==> config.mk <==
export PLATFORM = sky130hd
export DESIGN_NAME = ftm_front
export DESIGN_NICKNAME = d
export VERILOG_FILES = /design/src/hdl/ftm_pkg.sv /design/src/hdl/ftm_front.sv
export SDC_FILE = /design/constraint.sdc
export NUM_CORES = 1
export LEC_CHECK = 0
export BUFFER_PORTS_ARGS = -buffer_cell sky130_fd_sc_hd__buf_2
export CAP_MARGIN = 20
export CORE_ASPECT_RATIO = 0.9
export CORE_MARGIN = 2
export CORE_UTILIZATION = 49
export CTS_BUF_LIST = sky130_fd_sc_hd__clkbuf_4 sky130_fd_sc_hd__clkbuf_8
export DETAILED_ROUTE_END_ITERATION = 16
export PLACE_DENSITY = 0.82
export SETUP_SLACK_MARGIN = 0.1
export SKIP_LAST_GASP = 1
export SLEW_MARGIN = 15
export SYNTH_ARGS = -nofsm -noshare
export SYNTH_HDL_FRONTEND = slang
export SYNTH_SLANG_ARGS = --single-unit
==> constraint.sdc <==
create_clock -name clk_i -period 2.8 [get_ports clk_i]
set_input_delay 0.42 -clock clk_i [delete_from_list [all_inputs] [get_ports clk_i]]
set_output_delay 0.42 -clock clk_i [all_outputs]
set_load 0.03 [all_outputs]
==> src/hdl/ftm_pkg.sv <==
// shared types and constants of the feature track matcher
package ftm_pkg;

  localparam int MaxTracksDef  = 32;
  localparam int FeatureDimDef = 512;

  localparam int AccW    = 42;
  localparam int AccHalf = 21;
  localparam int ProdW   = 67;
  localparam int QDepth  = 2;

  localparam logic [AccW-1:0] AccMax  = {AccW{1'b1}};
  localparam logic [12:0]     GateCap = 13'd8191;

  localparam logic [11:0] GateRst  = 12'd100;
  localparam logic [15:0] ThrRst   = 16'd3277;
  localparam logic [15:0] MaxAgeRst = 16'd100;

  // configuration register indexes
  localparam logic [1:0] CfgGate   = 2'd0;
  localparam logic [1:0] CfgThr    = 2'd1;
  localparam logic [1:0] CfgMaxAge = 2'd2;

  typedef enum logic [1:0] {
    K_FEAT = 2'd0,
    K_LAST = 2'd1,
    K_EOF  = 2'd2
  } kind_e;

  typedef struct packed {
    kind_e       kind;
    logic [11:0] x;
    logic [11:0] y;
    logic [15:0] feat;
  } item_t;

  typedef struct packed {
    logic [11:0] gate;
    logic [15:0] thr;
    logic [15:0] max_age;
  } cfg_t;

  typedef struct packed {
    logic [15:0] id;
    logic [31:0] seen;
    logic [11:0] x;
    logic [11:0] y;
  } entry_t;

endpackage

==> src/hdl/ftm_front.sv <==
// front end: classifies incoming requests and queues them for the back end
module ftm_front import ftm_pkg::*; (
  input  logic        clk_i,
  input  logic        rst_ni,
  input  logic        in_valid_i,
  output logic        in_stall_o,
  input  logic        cmd_i,
  input  logic [11:0] x_center_i,
  input  logic [11:0] y_center_i,
  input  logic [15:0] feature_value_i,
  input  logic        last_element_i,
  output item_t       q_item_o,
  output logic        q_valid_o,
  input  logic        q_pop_i
);

  localparam int QAW = (QDepth > 1) ? $clog2(QDepth) : 1;
  localparam int QCW = $clog2(QDepth + 1);

  item_t          q_mem [QDepth];
  logic [QAW-1:0] wr_q, wr_d, rd_q, rd_d;
  logic [QCW-1:0] cnt_q, cnt_d;
  logic           push, pop;
  item_t          cls;

  // classify the request
  always_comb begin
    cls.x    = x_center_i;
    cls.y    = y_center_i;
    cls.feat = feature_value_i;
    if (cmd_i) begin
      cls.kind = K_EOF;
    end else if (last_element_i) begin
      cls.kind = K_LAST;
    end else begin
      cls.kind = K_FEAT;
    end
  end

  assign in_stall_o = (cnt_q == QCW'(QDepth));
  assign push       = in_valid_i && !in_stall_o;
  assign q_valid_o  = (cnt_q != '0);
  assign pop        = q_pop_i && q_valid_o;
  assign q_item_o   = q_mem[rd_q];

  // queue pointers
  always_comb begin
    wr_d  = wr_q;
    rd_d  = rd_q;
    cnt_d = cnt_q;
    if (push) begin
      wr_d = (wr_q == QAW'(QDepth - 1)) ? '0 : wr_q + 1'b1;
    end
    if (pop) begin
      rd_d = (rd_q == QAW'(QDepth - 1)) ? '0 : rd_q + 1'b1;
    end
    if (push && !pop) begin
      cnt_d = cnt_q + 1'b1;
    end else if (pop && !push) begin
      cnt_d = cnt_q - 1'b1;
    end
  end

  always_ff @(posedge clk_i or negedge rst_ni) begin
    if (!rst_ni) begin
      wr_q  <= '0;
      rd_q  <= '0;
      cnt_q <= '0;
    end else begin
      wr_q  <= wr_d;
      rd_q  <= rd_d;
      cnt_q <= cnt_d;
    end
  end

  // queue storage
  always_ff @(posedge clk_i) begin
    if (push) begin
      q_mem[wr_q] <= cls;
    end
  end

endmodule

; After elaboration in Yosys (flattened, before gate mapping)
; Memory sizes are Yosys's and may differ from the RTL's.
; Index checks and enable logic that the tools add are counted.
[totals]
register_bits = 4
mem_bits_rw = 84
inputBits = 46
mem_count = 1
[memory_table]
columns = memory, words, word_bits, rd, rd_clocked_by_memory_dff, wr, line_no
row1 = q_mem, 2, 42, 1, 0, 1, ftm_front.sv:20  ; item_t q_mem [QDepth];
[classes]
add_sub_neg = 4
eq_ne = 1
muxes = 8
reduce_logical = 9
[op_table]
columns = operator, n
row1 = 2-bit two-way mux, 3
row2 = 1-bit two-way mux, 5
row3 = 1-bit logical AND, 4
row4 = 2-bit nonzero test, 2
row5 = 1-bit zero test, 3
row6 = 1-bit adder (second input constant), 2
row7 = 2-bit by 1-bit adder with 2-bit output (second input constant), 1
row8 = 2-bit == test (second input constant), 1
row9 = 2-bit by 1-bit subtractor with 2-bit output (second input constant), 1

; Longest topological paths before layout
; Gate-level depths: netlist of the first run.
[depth]
ltp_word = 7
ltp_mapped = 7
mapped_depth_nobuf = 7

; Least setup slack after synthesis of the first run
; OpenSTA, ideal clock, no wires.
[synth_path]
path_kind = register -> register
from = reg cnt_q[0]
to = mem q_mem[0][0] in the netlist's numbering, enable pin
arrival_time_ns = 2.391
slack_ns = -0.032
path_stages_with_launch = 4
n_path_buf = 0
period_less_slack_ns = 2.832
path_cell_list = dfrtp_1 > nand2b_1 > nand2_1 > nor2_1
[synth_via]
elab_chain_cells = 5
[synth_lines]
columns = item, line_no
row1 = start: declaration, ftm_front.sv:22  ; logic [QCW-1:0] cnt_q, cnt_d;
row2 = start signal: assignment, ftm_front.sv:72  ; cnt_q <= cnt_d;
row3 = 2-bit == test, ftm_front.sv:40  ; assign in_stall_o = (cnt_q == QCW'(QDepth));
row4 = 1-bit zero test, ftm_front.sv:41  ; assign push = in_valid_i && !in_stall_o;
row5 = 1-bit logical AND, ftm_front.sv:41
row6 = 1-bit two-way mux, ftm_front.sv:78  ; if (push) begin
row7 = 1-bit two-way mux (implied by the code), ftm_front.sv:79  ; q_mem[wr_q] <= cls;
row8 = end: declaration, ftm_front.sv:20
; Every way passes these cells.

==> qor.txt, run 1 <==
RUN
----------------------------------------------------------------------------------------------------
Max-cap violations ....................................................................            0

SETUP PATH
----------------------------------------------------------------------------------------------------
Endpoint kind of the worst setup timing path .......................................... primary output
Required time of the critical path ....................................................      2.38 ns
Worst-path maximum fanout .............................................................           19
Kind of start point of the critical path ..............................................     register
CP Class ..............................................................................      reg2out
Data arrival, critical path ...........................................................      1.97 ns

SYNTHESIS
----------------------------------------------------------------------------------------------------
Post-synthesis adder-cell area fraction ...............................................       0.364%
Simple-gate share of the synthesized area .............................................        1.16%
Synth Area in Compound Gates ..........................................................           0%
Post-synthesis mux area share .........................................................        18.0%
Synth Instances .......................................................................          151
Cell area after synthesis .............................................................    3440 um^2
Primary FF master, synth ..............................................................     edfxtp_1
Seq cells post-synth ..................................................................           88
Netlist cell types ....................................................................           16
EDFF count, synth .....................................................................           84
Asr flop ratio synth ..................................................................        4.55%
Area share of xor/xnor cells in the synthesized design ................................        1.27%
Portion of the post-synthesis area used by sequential elements ........................        76.3%
Main combinational cell family by area after synthesis ................................ multiplexers
Synthesized netlist net count .........................................................          198
Total number of yosys warnings ........................................................            0
Synthesized area divided by synthesized cell count ....................................    22.8 um^2

CLOCK NETWORK
----------------------------------------------------------------------------------------------------
Clock tree from TritonCTS .............................................................        built
CTS max path bufs .....................................................................            2
Clock-pin slew reported for the worst setup and hold paths after clock tree synthesis .      0.09 ns
CTS resizes ...........................................................................            0
CTS H-Tree Depth ......................................................................            3
CTS Root Cell .........................................................................     clkbuf_8
Post-CTS setup buffer count ...........................................................            0
Total clock buffers created by CTS ....................................................            9
Source-to-sink clock delay at the later pin of the worst-skew pair ....................      0.33 ns
Number of clock sinks .................................................................           88

FLOORPLAN
----------------------------------------------------------------------------------------------------
Effective utilization at floorplan ....................................................        51.4%
Die Width .............................................................................      92.3 um
Total I/O pin count ...................................................................           90
Core area .............................................................................    6690 um^2
Total number of placement rows ........................................................           28
Die height ............................................................................      83.5 um
Overall die area ......................................................................    7700 um^2

CELLS AND AREA
----------------------------------------------------------------------------------------------------
Multi-input logic area ................................................................     724 um^2
Register Area .........................................................................    2620 um^2
Fillcell total ........................................................................          494
Number of nets at the end of the flow .................................................          298
Layout cells sized above 1 ............................................................        59.6%
Final core occ ........................................................................        63.3%
Diodes inserted .......................................................................            0
Final design instance area without fill ...............................................    4240 um^2
Synthesis-to-layout area growth .......................................................        23.2%

ROUTE
----------------------------------------------------------------------------------------------------
Number of optimization iterations in the first detailed-route pass ....................            4
Vias per Instance .....................................................................         4.70
Wirelength per Cell ...................................................................      15.5 um
Total wire length after detailed routing ..............................................      5340 um
Via count .............................................................................         1622
DRC errors left .......................................................................            0
Post-detailed-route count of antenna-violating nets ...................................            0
Drt initial violations ................................................................           34

PLACE
----------------------------------------------------------------------------------------------------
RePlAce Congestion ....................................................................        0.698
Number of I/O port buffers ............................................................           89
Post-DP HPWL ..........................................................................      3660 um
Placed Instance Area ..................................................................    3970 um^2

TIMING
----------------------------------------------------------------------------------------------------
Max-slew violations ...................................................................            0
Peak clock frequency supported by timing ..............................................    0.418 GHz
Final setup TNS .......................................................................         0 ns
Slew at the pin with the worst max-slew slack .........................................     0.548 ns
Setup repair after global routing missed its margin ...................................        false
Hold slack ............................................................................     0.269 ns
Maximum clock skew at final layout ....................................................   0.00852 ns
Period utilisation layout .............................................................        85.4%
Final hold violation count ............................................................            0
Total setup violations reported at the end of the flow ................................            0
Max-slew headroom .....................................................................        63.4%
Min Tclk post-route ...................................................................      2.39 ns

POWER AND IR DROP
----------------------------------------------------------------------------------------------------
Static power due to leakage ...........................................................      1.73 nW
Maximum vdd drop ......................................................................     0.652 mV
Power density over the cells .......................................................... 1160 nW/um^2

GRT
----------------------------------------------------------------------------------------------------
Global-route wire length before repair ................................................      8390 um
Number of antenna violations at the first check in global routing .....................            0
Largest net degree at the start of global routing .....................................           28
Overflow left after global routing ....................................................            0
Vias in the first global route ........................................................         1745
All-Layer GR Usage ....................................................................        14.7%

HOLD PATH
----------------------------------------------------------------------------------------------------
Tightest Hold Check Type ..............................................................       in2reg

STATUS
----------------------------------------------------------------------------------------------------
Run status ............................................................................    completed

## cells in the final DEF, fill, tap and decap left out, drive strengths merged, types with 2 or more instances in the layout
| cell type | netlist | final |
|---|---|---|
| clkinv | 0 | 2 |
| xnor2 | 3 | 3 |
| xor2 | 2 | 2 |
| nand2 | 2 | 2 |
| mux2 | 42 | 42 |
| inv | 2 | 2 |
| bufinv | 0 | 4 |
| clkbuf | 0 | 9 |
| nor2 | 2 | 2 |
| edfxtp | 84 | 84 |
| buf | 5 | 93 |
| dfrtp | 4 | 4 |
## report_power, final
group	switching (W)	leakage, nW	internal, W
Clock	0.000407	0.127	0.000677
Sequential	0.000155	0.826	0.00180
Combinational	0.00110	0.774	0.000766
## registers in the layout, summed over array words and instances, names as in the netlist
name   cells
q_mem     84
cnt_q      2
rd_q       1
wr_q       1
## per-layer routing
| metal | GRT usage, % | vias up | wire length [um] |
|---|---|---|---|
| met5 | 0 | - | 0 |
| met4 | 6.38 | 0 | 51 |
| met3 | 5.60 | 4 | 414 |
| li1 | - | 780 | - |
| met2 | 23.6 | 60 | 2690 |
| met1 | 17.7 | 778 | 2180 |
## area by class of cell
cell class                      count  share of cell area (%)
Sequential cell                    88                    61.9
Multi-Input combinational cell     56                    17.1
Timing Repair Buffer               94                    12.1
Clock inverter                      6                    3.13
Clock buffer                        9                    2.92
Tap cell                           90                    2.66
Inverter                            2                   0.177
## path summary, 6_finish.rpt
kind                       cells past startpoint            startpoint                endpoint  slack [ns]
hold reg to reg                                1  cnt_q[1]$_DFFE_PN0P_    cnt_q[1]$_DFFE_PN0P_        0.50
min in group asynchronous                      2                rst_ni    cnt_q[1]$_DFFE_PN0P_        0.42
setup reg to reg                               4  cnt_q[0]$_DFFE_PN0P_  q_mem[0][29]$_DFFE_PP_        1.11
hold / removal                                 1    feature_value_i[0]   q_mem[1][0]$_DFFE_PP_        0.27
max in group asynchronous                      2                rst_ni        rd_q$_DFFE_PN0P_        2.24
setup / recovery                               3      rd_q$_DFFE_PN0P_            q_item_o[26]        0.41
## kinds of logic after synthesis
logic type / Yosys count
simple gates: 8
buf+inv: 7
flops: 88
fa+ha+maj: 1
xor+xnor: 5
mux: 42
## timing repair
item / in CTS / in global routing
hold buffers: 1 / 0
hold endpoints to repair: 4 / 0
setup endpoints to repair: 0 / 0
## synthesized netlist by cell type (2+ instances only)
cell type	number	area, um^2
dfrtp_1	4	100
edfxtp_1	84	2520
nor2_1	2	7.51
mux2_2	3	33.8
buf_12	4	80.1
inv_1	2	7.51
nand2_1	2	7.51
xnor2_1	3	26.3
xor2_1	2	17.5
mux2_4	39	586
## worst max-delay path, cell delays in order, from the launching register on
cell and delay, ns:
dfrtp_2 0.72, buf_4 0.39, mux2_4 0.34, buf_2 0.18
## metrics by stage
step                      worst slack [ns]  std cells  total power [W]
after floorplan                      0.663        151          0.00350
after global placement               0.743        329          0.00385
after detailed placement             0.734        329          0.00388
after CTS                            0.354        345          0.00496
after global routing                 0.296        345          0.00512
final                                0.408        345          0.00490
No activity file was read; power rests on OpenSTA's default activity.
==> run 2, diff against run 1 <==
- CELL_PAD_IN_SITES_DETAIL_PLACEMENT: unset -> 1
- CELL_PAD_IN_SITES_GLOBAL_PLACEMENT: unset -> 1
- CORE_UTILIZATION: 49 -> 42
==> run 2 against run 1 <==
Against the previous run:
- final cell count increased by 2.9%
- setup slack better by 0.018 ns
- die area rose by 16%
- clock skew fell by 0.0017 ns
- clock power down 31%
- clock-buffer cell count is 4 higher
- largest power group unchanged
- global-route usage shrank 0.66 points
- highest routed layer unchanged
- sequential share of layout area rose by 1.3 points
- hold slack lost 0.0039 ns
- cell area decreased by 2.0%
- largest cell class unchanged
- first-iteration DRC count rose by 32%
==> qor.txt, run 2 (synthesis results as in run 1) <==
SETUP PATH
----------------------------------------------------------------------------------------------------
Cell-by-cell listing of the critical path ............................................. buf_4 -> mux2_4 -> buf_2
Endpoint kind of the worst setup timing path .......................................... primary output
Startpoint of the lowest-slack register-to-register path .............................. cnt_q[0]$_DFFE_PN0P_
Data arrival, critical path ...........................................................      1.95 ns   -0.02 ns
CP Class ..............................................................................      reg2out
Number of buffer and inverter instances along the worst setup path ....................            2   unchanged
Worst Reg-to-Reg Cells ................................................................            3   -1
Capture instance of the worst register-to-register path ............................... q_mem[1][30]$_DFFE_PP_
Minimum setup slack among reg-to-reg paths ............................................      1.01 ns   -0.10 ns
Required time of the critical path ....................................................      2.38 ns   about the same
Top cell family by delay on the critical path .........................................   flip-flops
Worst-path maximum fanout .............................................................           19   unchanged
Max stage delay on crit path ..........................................................      0.77 ns   +0.05 ns
Worst path slowest cell ...............................................................      dfrtp_2
Kind of start point of the critical path ..............................................     register

CLOCK NETWORK
----------------------------------------------------------------------------------------------------
Source-to-sink clock delay at the later pin of the worst-skew pair ....................      0.34 ns   about the same
Number of clock sinks .................................................................           88   unchanged
Post-CTS setup buffer count ...........................................................            0   unchanged
CTS resizes ...........................................................................            0   unchanged
Cts hold-fix bufs .....................................................................            1   unchanged
CTS Root Cell .........................................................................     clkbuf_8
CTS max path bufs .....................................................................            2   unchanged
Total clock buffers created by CTS ....................................................            9   unchanged
Clock tree from TritonCTS .............................................................        built
Clock-pin slew reported for the worst setup and hold paths after clock tree synthesis .      0.08 ns   about the same
CTS H-Tree Depth ......................................................................            3   unchanged

HOLD PATH
----------------------------------------------------------------------------------------------------
Launch instance of the worst min-delay path ........................................... x_center_i[7]
Instance count along the most critical hold path ......................................            1   unchanged
Sink of the worst hold path ........................................................... q_mem[1][35]$_DFFE_PP_
Tightest Hold Check Type ..............................................................       in2reg

ROUTE
----------------------------------------------------------------------------------------------------
Post-detailed-route count of antenna-violating nets ...................................            0   unchanged
DRC errors left .......................................................................            0   unchanged
Via count .............................................................................         1623   +0.062%
Total wire length after detailed routing ..............................................      5770 um   +8.0%
Vias per Instance .....................................................................         4.57   -2.8%
Drt initial violations ................................................................           45   +32%
Number of optimization iterations in the first detailed-route pass ....................            4   unchanged
Wirelength per Cell ...................................................................      16.2 um   +5.0%

FLOORPLAN
----------------------------------------------------------------------------------------------------
Total I/O pin count ...................................................................           90   unchanged
Total number of placement rows ........................................................           31   +11%
Die Width .............................................................................      99.4 um   +7.7%
Effective utilization at floorplan ....................................................        43.0%   -8.3 points
Overall die area ......................................................................    8920 um^2   +16%
Core area .............................................................................    7990 um^2   +19%
Die height ............................................................................      89.8 um   +7.6%

GRT
----------------------------------------------------------------------------------------------------
All-Layer GR Usage ....................................................................        14.0%   -0.66 points
Number of antenna violations at the first check in global routing .....................            0   unchanged
Global-route wire length before repair ................................................      9330 um   +11%
Overflow left after global routing ....................................................            0   unchanged
Vias in the first global route ........................................................         1841   +5.5%
Largest net degree at the start of global routing .....................................           43   +54%

TIMING
----------------------------------------------------------------------------------------------------
Maximum clock skew at final layout ....................................................   0.00682 ns   -0.00170 ns
Setup repair after global routing missed its margin ...................................        false
Period utilisation layout .............................................................        84.8%   -0.64 points
Peak clock frequency supported by timing ..............................................    0.421 GHz   +0.76%
Final setup TNS .......................................................................         0 ns   unchanged
Total setup violations reported at the end of the flow ................................            0   unchanged
Hold slack ............................................................................     0.265 ns   -0.00389 ns
Max-slew headroom .....................................................................        59.2%   -4.3 points
Slew at the pin with the worst max-slew slack .........................................     0.612 ns   +0.0639 ns
Max-slew violations ...................................................................            0   unchanged
Min Tclk post-route ...................................................................      2.37 ns   -0.0180 ns
Final hold violation count ............................................................            0   unchanged

PLACE
----------------------------------------------------------------------------------------------------
Post-DP HPWL ..........................................................................      4260 um   +16%
RePlAce Congestion ....................................................................        0.671   -3.9%
Number of I/O port buffers ............................................................           89   unchanged

STATUS
----------------------------------------------------------------------------------------------------
Run status ............................................................................    completed

CELLS AND AREA
----------------------------------------------------------------------------------------------------
Diodes inserted .......................................................................            0   unchanged
Highest-count cells in the layout ignoring fill and taps .............................. buf_2 (89), edfxtp_1 (84), mux2_4 (39)
Number of nets at the end of the flow .................................................          298   unchanged
Layout cells sized above 1 ............................................................        59.8%   +0.16 points
Most common cell after layout, fill and taps aside ....................................        buf_2
Flip-flop count of the largest register, all copies and words added ...................           84   unchanged
Register name with the most flops .....................................................        q_mem
Synthesis-to-layout area growth .......................................................        20.7%
Regs by FF count ...................................................................... q_mem: 84 flops, cnt_q: 2 flops

POWER AND IR DROP
----------------------------------------------------------------------------------------------------
Power density over the cells .......................................................... 1100 nW/um^2   -4.7%
Maximum vdd drop ......................................................................     0.436 mV   -33%
Static power due to leakage ...........................................................      1.68 nW   -2.6%

RUN
----------------------------------------------------------------------------------------------------
Max-cap violations ....................................................................            0   unchanged

==> run 2: cell types whose count changed in the layout (fill, tap and decap cells not counted), sizes merged <==
cell	before	now
bufinv	4	0
clkbuf	9	13
clkinvlp	0	2
clkinv	2	1
==> run 2: power by group <==
part	internal, W	switching (W)	total [W]
logic	0.000760	0.00110	0.00186
clock network	0.000360	0.000387	0.000746
registers	0.00181	0.000167	0.00197
total	0.00292	0.00165	0.00458
==> run 2: routing by layer <==
layer	GRT usage, %	up-vias	wire, um
li1	-	779	-
met2	23.9	66	2920
met3	6.45	5	464
met1	16.3	773	2340
met5	0	-	0
met4	2.74	0	43
==> run 2: cell type report <==
cell class | instances | area (um^2)
inverters | 2 | 7.51
repair buffers | 94 | 498
well taps | 99 | 124
fillers | 773 | 3840
clock inverters | 3 | 18.8
clock buffers | 13 | 154
flip-flops and latches | 88 | 2620
multi-input cells | 56 | 724
==> run 2: worst max path at each step <==
stage | cells after the start | startpoint | endpoint | slack (ns)
2_1_floorplan | 3 | cnt_q[0]$_DFFE_PN0P_ | q_mem[0][0]$_DFFE_PP_ | 0.66
3_3_place_gp | 3 | rd_q$_DFFE_PN0P_ | q_item_o[1] | 0.82
3_5_place_dp | 3 | rd_q$_DFFE_PN0P_ | q_item_o[7] | 0.76
4_1_cts | 3 | rd_q$_DFFE_PN0P_ | q_item_o[7] | 0.37
5_1_grt | 3 | rd_q$_DFFE_PN0P_ | q_item_o[10] | 0.31
6_report | 3 | rd_q$_DFFE_PN0P_ | q_item_o[10] | 0.43
==> run 2: per-stage QoR <==
| stage | utilization (%) | total power [W] | instances | instance area (um^2) | setup slack, ns |
|---|---|---|---|---|---|
| after floorplan | - | 0.00350 | 151 | 3440 | 0.663 |
| after global placement | 49.7 | 0.00384 | 338 | 3970 | 0.818 |
| after detailed placement | 49.7 | 0.00390 | 338 | 3970 | 0.759 |
| after CTS | 51.9 | 0.00465 | 355 | 4150 | 0.372 |
| after global routing | 51.9 | 0.00481 | 355 | 4150 | 0.311 |
| final | 51.9 | 0.00458 | 355 | 4150 | 0.426 |
